<file path="src/rtl/core/matrix_vector_multiply_defines.svh">
// ---------------------------------------------------------------------------
// Assertion macros for the matrix-vector multiplier
// Both macros sample on the rising edge of clk and are disabled during reset.
// ---------------------------------------------------------------------------
`ifndef MATRIX_VECTOR_MULTIPLY_DEFINES_SVH
`define MATRIX_VECTOR_MULTIPLY_DEFINES_SVH

// The consequent must hold in the same cycle as the antecedent.
`define MVM_ASSERT_IMP(lbl, ante, cons, msg) \
    lbl: assert property (@(posedge clk) disable iff (!rst_n) (ante) |-> (cons)) \
        else $error(msg);

// The consequent must hold in the cycle after the antecedent.
`define MVM_ASSERT_NXT(lbl, ante, cons, msg) \
    lbl: assert property (@(posedge clk) disable iff (!rst_n) (ante) |=> (cons)) \
        else $error(msg);

`endif

</file>
<file path="src/rtl/core/mvm_ram.sv">
// ---------------------------------------------------------------------------
// mvm_ram
// Generic single-write, single-read RAM with a registered read port.
// ---------------------------------------------------------------------------
`timescale 1ns / 1ps

module mvm_ram #(
    parameter int WIDTH = 16,
    parameter int DEPTH = 16,
    parameter int AW    = (DEPTH > 1) ? $clog2(DEPTH) : 1
) (
    input  logic             clk,
    input  logic             we,
    input  logic [AW-1:0]    waddr,
    input  logic [WIDTH-1:0] wdata,
    input  logic             re,
    input  logic [AW-1:0]    raddr,
    output logic [WIDTH-1:0] rdata
);

    logic [WIDTH-1:0] mem [DEPTH];

    always_ff @(posedge clk)
    begin
        if (we)
        begin
            mem[waddr] <= wdata;
        end
        if (re)
        begin
            rdata <= mem[raddr];
        end
    end

endmodule

</file>
<file path="config.mk">
export PLATFORM = sky130hd
export DESIGN_NAME = mvm_ram
export DESIGN_NICKNAME = d
export VERILOG_FILES = /design/src/rtl/core/matrix_vector_multiply_defines.svh /design/src/rtl/core/mvm_ram.sv
export SDC_FILE = /design/constraint.sdc
export NUM_CORES = 1
export LEC_CHECK = 0
export BUFFER_PORTS_ARGS = -buffer_cell sky130_fd_sc_hd__buf_2
export CORE_MARGIN = 2
export CORE_UTILIZATION = 50
export DETAILED_ROUTE_END_ITERATION = 7
export PLACE_DENSITY = 0.73
export SYNTH_ARGS = -nofsm -noshare
export SYNTH_HDL_FRONTEND = slang
export SYNTH_SLANG_ARGS = --single-unit
</file>
<file path="constraint.sdc">
create_clock -name clk -period 2 [get_ports clk]
set_input_delay 0 -clock clk [delete_from_list [all_inputs] [get_ports clk]]
set_output_delay 0 -clock clk [all_outputs]
set_load 0.01 [all_outputs]
</file>
==> results.toml <==
[outcome]
outcome = "complete, no violations"

[detailed_routing]
first_iter_violations = 449
ant_nets = 0
num_vias = 4696
drc = 0
routed_via_density = 5.78
drtPass1Iterations = 6
drt-total-wl_um = 19800
wl_per_cell_um = 24.3

[clocking]
cts_tree = "yes"
clockRootBuffer = "clkbuf_16"
cts_buffers = 27
clock_sinks = 272
cts_htree_levels = 1
clk_pin_slew_ns = 0.06
cts_buffer_depth = 3
clock_latency_ns = 0.53
cts_resized = 0

[global_routing]
grt_pass1_wl_um = 30100
grtUsageTotal_pct = 19.1
grt_pass1_vias = 4853
grt_overflow = 0
antenna_found_initial = 0
grt_max_degree = 37

[setup_path]
crit_buf_inv = 0
arrival_ns = 1.76
r2r_start = "mem[8][4]"
critical_path.cell_chain = "mux4_1, a22oi_1, nand2_1"
crit_fanout = 1
critPathCaptureType = "flip-flop"
path_delay_family = "multiplexers"
critPathKind = "reg -> reg"
rr_endpoint = "rdata[4]"
slowest_delay_ns = 0.52
ff2ff_setup_slack_ns = 0.50
reg2regPathDepth = 3
cp_num_cells = 3
required_ns = 2.26
cp-start-kind = "flip-flop"
slowest_stage = "mux4_1"

[floorplan]
die_x_um = 147
core_area_um2 = 20100
start_util_pct = 50.8
die_area_um2 = 21600
ios = 43
die_h_um = 147
rows = 52

[finish]
n_antenna_cell = 0
layoutNonFillerInstCount = 812
fin_util_pct = 59.1
nNetsFinal = 549
syn_to_final_growth_pct = 16.4
stdcell_area_um2 = 11900
drive_above_1_share_pct = 31.9
nFillCells = 1402

[yosys]
synth_ff_type = "edfxtp_1"
ys_seq_area_share_pct = 80.0
synth-warning-count = 0
synth-edff-count = 272
ys_ff_latch = 272
netlist_area_um2 = 10200
syn-num-nets = 459
syn_avg_cell_area_um2 = 23.6
synthArstFlopShare_pct = 0
ys_types = 18
syn-instance-count = 432

[timing]
setup_tns_ns = 0
fmax_mhz = 667
worstMarginPinSlew_ns = 0.588
hold_viol = 0
setup_viol = 0
clock_skew_ns = 0.0193
period_needed_ns = 1.50
period_share_pct = 74.9
drv_slew = 0
maxSlewHeadroom_pct = 60.8
rsz0062_at_grt = "no"

[hold_path]
min_from = "re"
worstHoldEndpoint = "rdata[10]"
hold-path-cell-count = 1
min_path_type = "in -> reg"

[placed_design]
io_buffers = 42
dp.cells = 747
place_area_um2 = 10900
gp_congestion = 0.704

[flow_run]
max_cap_viol_count = 0

[power_and_ir_drop]
power.static_leakage_uw = 0.00387
power_density_nw_per_um2 = 975
ir_drop_uv = 649
p_total_uw = 11600
kinds of logic (layout without fill, tap and decap cells):
group	after synthesis	count (layout)	synth area share (%)
DFF	272	272	80.0
muxes	64	64	14.5
buffers and inverters	21	131	1.21
and+or+nand+nor	43	43	1.89
AOI/OAI and AO/OA	32	32	2.35
metrics by stage:
stage | hold slack [ns] | setup WS (ns)
4_1_cts | 0.0121 | 0.479
5_1_grt | 0.00649 | 0.431
3_3_place_gp | 0.358 | 0.457
3_5_place_dp | 0.375 | 0.410
2_1_floorplan | 0.0989 | 0.245
6_report | 0.0200 | 0.502
area by class of cell:
class / count / area, um^2 / area share (%)
clock buffer: 32 / 694 / 5.85
clock inverter: 17 / 110 / 0.927
multi-input combinational: 139 / 1960 / 16.5
sequential: 272 / 8170 / 68.8
tap: 270 / 338 / 2.84
timing repair buffer: 82 / 603 / 5.08
worst max path at each step:
stage,start,endpoint,slack (ns)
global route,mem[9][4],rdata[4],0.43
floorplan,waddr[2],mem[8][0],0.25
global placement,raddr[0],rdata[0],0.46
finish,mem[8][4],rdata[4],0.50
CTS,mem[8][4],rdata[4],0.48
detailed placement,raddr[0],rdata[4],0.41
cells in the mapped netlist, types with 2 or more instances:
library cell / instances / area [um^2]
buf_1: 3 / 11.3
buf_2: 3 / 15.0
buf_6: 4 / 45.0
mux4_1: 10 / 263
buf_4: 3 / 22.5
edfxtp_1: 272 / 8170
nand2_1: 17 / 63.8
a22oi_1: 32 / 240
nand2b_1: 2 / 12.5
nor2b_1: 2 / 12.5
nor3_1: 4 / 20.0
nor2_1: 13 / 48.8
clkbuf_1: 8 / 30.0
nand3b_1: 2 / 15.0
mux4_2: 54 / 1220
layer usage:
metal	GRT usage [%]	wire, um	vias up
met5	0	0	-
met4	3.93	315	0
met3	3.70	2220	29
met2	29.8	9410	218
met1	28.9	7800	2412
li1	-	-	2037
what timing repair did:
item | in CTS | in global routing
hold buffers | 16 | 0
setup buffers | 0 | 0
hold endpoints to repair | 256 | 0
state kept, by name, indices dropped and copies added (netlist names):
name / flops
rdata: 16
mem: 256
placed cells by master (no fill, tap or decap), types with 10 or more instances in the layout:
master / netlist / final
a22oi_1: 32 / 32
buf_4: 3 / 21
nand2_1: 17 / 17
buf_2: 3 / 41
nor2_2: 0 / 12
dlygate4sd3_1: 0 / 16
mux4_1: 10 / 10
clkbuf_16: 0 / 27
edfxtp_1: 272 / 272
mux4_2: 54 / 54
report_power, final:
part | leakage (uW) | switching (uW) | internal [uW]
clock network | 0.000394 | 1940 | 2600
logic | 0.00100 | 328 | 258
registers | 0.00247 | 32.8 | 6420
Power figures use the tool's default switching activity.
