[config.mk]
export PLATFORM = sky130hd
export DESIGN_NAME = mvm_mac
export DESIGN_NICKNAME = d
export VERILOG_FILES = /design/src/rtl/core/matrix_vector_multiply_defines.svh /design/src/rtl/core/mvm_pkg.sv /design/src/rtl/core/mvm_mac.sv
export SDC_FILE = /design/constraint.sdc
export NUM_CORES = 1
export LEC_CHECK = 0
export ABC_AREA = 1
export BUFFER_PORTS_ARGS = -buffer_cell sky130_fd_sc_hd__buf_4
export CAP_MARGIN = 20
export CORE_MARGIN = 2
export CORE_UTILIZATION = 60
export DETAILED_ROUTE_END_ITERATION = 7
export PLACE_DENSITY = 0.78
export SKIP_LAST_GASP = 1
export SYNTH_ARGS = -nofsm -noshare
export SYNTH_HDL_FRONTEND = slang
export SYNTH_SLANG_ARGS = --single-unit
[constraint.sdc]
create_clock -name clk -period 5.3 [get_ports clk]
set_input_delay 0.53 -clock clk [delete_from_list [all_inputs] [get_ports clk]]
set_output_delay 0.53 -clock clk [all_outputs]
set_load 0.1 [all_outputs]
[src/rtl/core/matrix_vector_multiply_defines.svh]
// ---------------------------------------------------------------------------
// Assertion macros for the matrix-vector multiplier
// Both macros sample on the rising edge of clk and are disabled during reset.
// ---------------------------------------------------------------------------
`ifndef MATRIX_VECTOR_MULTIPLY_DEFINES_SVH
`define MATRIX_VECTOR_MULTIPLY_DEFINES_SVH

// The consequent must hold in the same cycle as the antecedent.
`define MVM_ASSERT_IMP(lbl, ante, cons, msg) \
    lbl: assert property (@(posedge clk) disable iff (!rst_n) (ante) |-> (cons)) \
        else $error(msg);

// The consequent must hold in the cycle after the antecedent.
`define MVM_ASSERT_NXT(lbl, ante, cons, msg) \
    lbl: assert property (@(posedge clk) disable iff (!rst_n) (ante) |=> (cons)) \
        else $error(msg);

`endif

[src/rtl/core/mvm_pkg.sv]
// ---------------------------------------------------------------------------
// mvm_pkg
// Shared types and constants of the matrix-vector multiplier.
// ---------------------------------------------------------------------------
`timescale 1ns / 1ps

package mvm_pkg;

    localparam int CNT_W     = 5;   // width of the row and column counts
    localparam int ROW_W     = 4;
    localparam int COL_W     = 4;
    localparam int DATA_W    = 16;  // Q7.8 operands and results
    localparam int PROD_W    = 2 * DATA_W;
    localparam int ACC_W     = PROD_W + 6;
    localparam int FRAC_W    = 8;
    localparam int CFG_IDX_W = 2;

    localparam logic [CFG_IDX_W-1:0] CFG_ROWS_IN_USE = 2'd0;
    localparam logic [CFG_IDX_W-1:0] CFG_COLS_IN_USE = 2'd1;

    localparam logic KIND_WEIGHT = 1'b0;
    localparam logic KIND_VECTOR = 1'b1;

    typedef enum logic [1:0] {
        ST_IDLE,
        ST_RUN,
        ST_DRAIN
    } mvm_state_t;

    // Travels alongside each weight/vector read through the MAC pipeline.
    typedef struct packed {
        logic             valid;
        logic             first;
        logic             lastcol;
        logic             lastrow;
        logic [ROW_W-1:0] row;
    } mvm_tag_t;

    typedef struct packed {
        logic busy;
        logic stall;
    } mvm_status_t;

endpackage

[src/rtl/core/mvm_mac.sv]
// ---------------------------------------------------------------------------
// mvm_mac
// Shared multiply-accumulate pipeline with floor shift, saturation and the
// result register.
// ---------------------------------------------------------------------------
`timescale 1ns / 1ps

module mvm_mac (
    input  logic                                clk,
    input  logic                                rst_n,
    input  mvm_pkg::mvm_tag_t                   issue_tag,
    input  logic [mvm_pkg::DATA_W-1:0]          w_data,
    input  logic [mvm_pkg::DATA_W-1:0]          v_data,
    input  logic                                out_ready,
    output logic                                out_valid,
    output logic [mvm_pkg::ROW_W-1:0]           out_row,
    output logic signed [mvm_pkg::DATA_W-1:0]   dot_value,
    output logic                                saturated,
    output logic                                last,
    output mvm_pkg::mvm_status_t                status
);

    localparam int QW = mvm_pkg::ACC_W - mvm_pkg::FRAC_W;

    mvm_pkg::mvm_tag_t                s1_tag_reg;
    mvm_pkg::mvm_tag_t                p_tag_reg;
    logic signed [mvm_pkg::PROD_W-1:0] prod_reg;
    logic signed [mvm_pkg::ACC_W-1:0]  acc_reg;
    logic signed [mvm_pkg::ACC_W-1:0]  acc_next;
    logic                              fin_valid_reg;
    logic                              fin_lastrow_reg;
    logic [mvm_pkg::ROW_W-1:0]         fin_row_reg;
    logic                              out_valid_reg;
    logic                              out_valid_next;
    logic [mvm_pkg::ROW_W-1:0]         out_row_reg;
    logic signed [mvm_pkg::DATA_W-1:0] dot_reg;
    logic                              sat_reg;
    logic                              last_reg;
    logic                              stall;
    logic signed [QW-1:0]              q;
    logic                              q_ovf;
    logic signed [mvm_pkg::DATA_W-1:0] q_sat;

    // Everything freezes while a finished result waits to be taken.
    assign stall = out_valid_reg && !out_ready;

    assign acc_next = p_tag_reg.first
        ? {{(mvm_pkg::ACC_W - mvm_pkg::PROD_W){prod_reg[mvm_pkg::PROD_W-1]}}, prod_reg}
        : acc_reg + {{(mvm_pkg::ACC_W - mvm_pkg::PROD_W){prod_reg[mvm_pkg::PROD_W-1]}},
                     prod_reg};

    // An arithmetic shift of the accumulator floors toward minus infinity.
    assign q     = acc_reg[mvm_pkg::ACC_W-1:mvm_pkg::FRAC_W];
    assign q_ovf = !((&q[QW-1:mvm_pkg::DATA_W-1]) || !(|q[QW-1:mvm_pkg::DATA_W-1]));
    assign q_sat = q_ovf ? (q[QW-1] ? 16'sh8000 : 16'sh7FFF) : q[mvm_pkg::DATA_W-1:0];

    assign out_valid_next = stall ? 1'b1 : fin_valid_reg;

    always_ff @(posedge clk or negedge rst_n)
    begin
        if (!rst_n)
        begin
            s1_tag_reg    <= '0;
            p_tag_reg     <= '0;
            fin_valid_reg <= 1'b0;
            out_valid_reg <= 1'b0;
        end
        else
        begin
            out_valid_reg <= out_valid_next;
            if (!stall)
            begin
                s1_tag_reg    <= issue_tag;
                p_tag_reg     <= s1_tag_reg;
                fin_valid_reg <= p_tag_reg.valid && p_tag_reg.lastcol;
            end
        end
    end

    always_ff @(posedge clk)
    begin
        if (!stall)
        begin
            prod_reg <= $signed(w_data) * $signed(v_data);
            if (p_tag_reg.valid)
            begin
                acc_reg         <= acc_next;
                fin_row_reg     <= p_tag_reg.row;
                fin_lastrow_reg <= p_tag_reg.lastrow;
            end
            if (fin_valid_reg)
            begin
                out_row_reg <= fin_row_reg;
                dot_reg     <= q_sat;
                sat_reg     <= q_ovf;
                last_reg    <= fin_lastrow_reg;
            end
        end
    end

    assign out_valid    = out_valid_reg;
    assign out_row      = out_row_reg;
    assign dot_value    = dot_reg;
    assign saturated    = sat_reg;
    assign last         = last_reg;
    assign status.busy  = s1_tag_reg.valid || p_tag_reg.valid || fin_valid_reg;
    assign status.stall = stall;

endmodule

==> reports/qor.txt <==
Drt drc: 0
Fmax: 193 MHz
Unrepaired setup endpoints after global routing: true
Synth async-reset ratio: 15.7%
Antenna Nets Post-Route: 0
Post-synth EDFFs: 97
Post-route setup TNS: 0 ns
Count leader, synth: nand2_1
First-pass GRT wire length: 75,900 um
DRT Wirelength: 45,600 um
Post-synth top area cell: fa_1
# diodes: 0
Final Max Slew Viols: 0
Top post-synthesis cells by area: fa_1, edfxtp_1, nand2_1, inv_1, ha_1
Seq/Total Area, Yosys: 19.1%
Net Count, Synth: 2,717
Initial Utilization: 61.2%
Dpl cell area: 0.0197 mm2
Cell mode on critical path: fa_1
CP Launch Type: input port
CP Data Arrival Time: 5.34 ns
Critical path class: input port to flip-flop
Crit end category: flip-flop
Clock Latency Late Sink: 0.43 ns
Worst Skew: 0.0117 ns
Max reg flops: 38
Met1 usage: 37.8%
Ys flop type: edfxtp_1
Clock Sinks: 115
# rows: 62
CP Data Required Time: 5.47 ns
YS warnings: 0
Initial antenna violation count: 0
Avg Vias per Cell: 5.25
Grt ovf: 0
Mapped cell area: 0.0176 mm2
Fin nets: 2,889
Die area: 0.0307 mm2
Fin. Hold Viols: 0
Buf/Inv on CP: 7
Rel. slew slack: 44.4%
CTS root buffer: clkbuf_16
Total of max-cap violations: 0
CTS tree: done
Slowest stage delay, CP: 0.50 ns
Design area: 0.0208 mm2
# port buffers: 67
Core Area: 0.0288 mm2
Clk pin slew, worst setup/hold paths: 0.06 ns
Hold_ws: 0.301 ns
Final setup violation count: 0
H-tree Lvls: 4
Syn Inst Count: 2,292
Worst-Margin Slew: 0.834 ns
Synth cell count leaders: nand2_1, inv_1, fa_1
DR vias: 15,000
GPL Wtd Cong: 0.971
Met3 Usage GRT: 3.64%
Largest net degree at the start of global routing: 45
Critical path fanouts, max: 12
Average cell area after synthesis: 7.68 um2
Status: completed
Most Crowded Layer GR: met2
Top-area cell type share of the netlist area: 29.9%
Layout cell share with drive strength beyond 1: 16.5%
Library cells used by synthesis: 40
Crit-path cells: buf_4, inv_1, buf_12, or2_2, fa_1, fa_1, inv_1, fa_1, fa_1, fa_1, inv_1, fa_1, inv_1, ha_4, a21o_1, a21oi_2, o21bai_2, buf_4, a21oi_2, nand2_1, xor2_1
CP max-delay cell: fa_1
Largest delay share family, worst path: adder cells
Final worst path period need: 5.18 ns
CTS Buf Count: 17
Tightest Hold Check Type: input port to flip-flop
Area delta synth->final: 18.1%
Detailed placement HPWL: 38,300 um
Die Width: 175 um
Vias in the first global route: 16,100
# IOs: 68
Die Height: 175 um
DRT Pass-1 Iters: 5
Fin crit share: 97.6%
Clock Path Buffers: 2
GR Util met2: 56.8%
#FFs+latches synth: 115
Iter 0 DRT Violations: 903
Wire per inst: 16.0 um
Total track usage: 31.0%
[kinds of logic (layout without fill, tap and decap cells)]
logic type               after synthesis  in the layout  share of synthesized area [%]
buffers and inverters                642            827                           13.9
adder cells (fa/ha/maj)              382            382                           38.4
AO/OA/AOI/OAI                        126            126                           4.09
XOR/XNOR                              37             37                           1.84
AND/OR/NAND/NOR                      990            990                           22.7
flip-flops                           115            115                           19.1
[final cells by class]
class | instances | area, um2
Inverter | 568 | 2130
Timing Repair Buffer | 227 | 1840
Clock inverter | 15 | 158
Multi-Input combinational cell | 1535 | 12400
Fill cell | 2229 | 7990
Clock buffer | 17 | 425
Tap cell | 384 | 480
Sequential cell | 115 | 3360
[metrics by stage]
step	cells	utilization, %	setup WS [ns]
2_1_floorplan	2292	-	0.00810
3_3_place_gp	2818	68.5	-0.475
3_5_place_dp	2818	68.5	-0.564
4_1_cts	2851	70.6	-0.0177
5_1_grt	2861	72.3	-0.0383
6_report	2861	72.3	0.125
[layout by cell type (no fill, tap or decap), types with 4 or more instances in the layout]
cell type / instances
buf_4: 207
o21bai_1: 12
edfxtp_1: 97
xnor2_1: 15
o21ai_0: 17
inv_1: 546
nand3_2: 4
nor3_1: 6
dfrtp_1: 18
nand3b_1: 8
ha_4: 20
nor2_1: 100
nor2_2: 16
nand3_1: 73
a21oi_2: 23
a21oi_1: 41
fa_1: 253
inv_8: 4
inv_2: 21
ha_1: 99
or2_1: 9
nand2_1: 705
xor2_1: 22
a21o_1: 6
inv_6: 5
nand4_1: 21
clkbuf_16: 17
fa_2: 10
nand2_2: 25
buf_12: 7
o21ai_1: 10
nand2_4: 4
or2_2: 7
buf_6: 11
[timing repair]
| item | in CTS | in global routing |
|---|---|---|
| hold buffers | 1 | 0 |
| resized for setup | 4 | 109 |
| buffers inserted | 0 | 10 |
| endpoints found under the setup margin | 3 | 17 |
| pin swaps | 1 | 55 |
| hold endpoints to repair | 18 | 0 |
[layer usage]
layer | vias up | routed length [um] | part of all wire [%]
li1 | 7127 | - | -
met1 | 7334 | 18400 | 40
met2 | 446 | 23700 | 52
met3 | 122 | 2010 | 4.4
met4 | 0 | 1540 | 3.4
met5 | - | 0 | 0
[worst min-delay path: cells and delay by family]
family	cells	cell delay, ns
buf+inv	1	0.07
simple gates	2	0.09
[worst paths after layout]
path,startpoint,to,slack [ns],cells after the start
setup / recovery,v_data[15],prod_reg[20],0.12,21
min in group asynchronous,rst_n,fin_valid_reg,0.54,2
hold / removal,issue_tag[4],s1_tag_reg[4],0.30,3
hold reg to reg,fin_row_reg[2],out_row[2],0.43,0
setup reg to reg,prod_reg[0],acc_reg[32],2.49,15
max in group asynchronous,rst_n,p_tag_reg[6],4.56,2
Power is not shown: default switching activity piles up to over one toggle a cycle in this logic, so the estimate is an artifact.
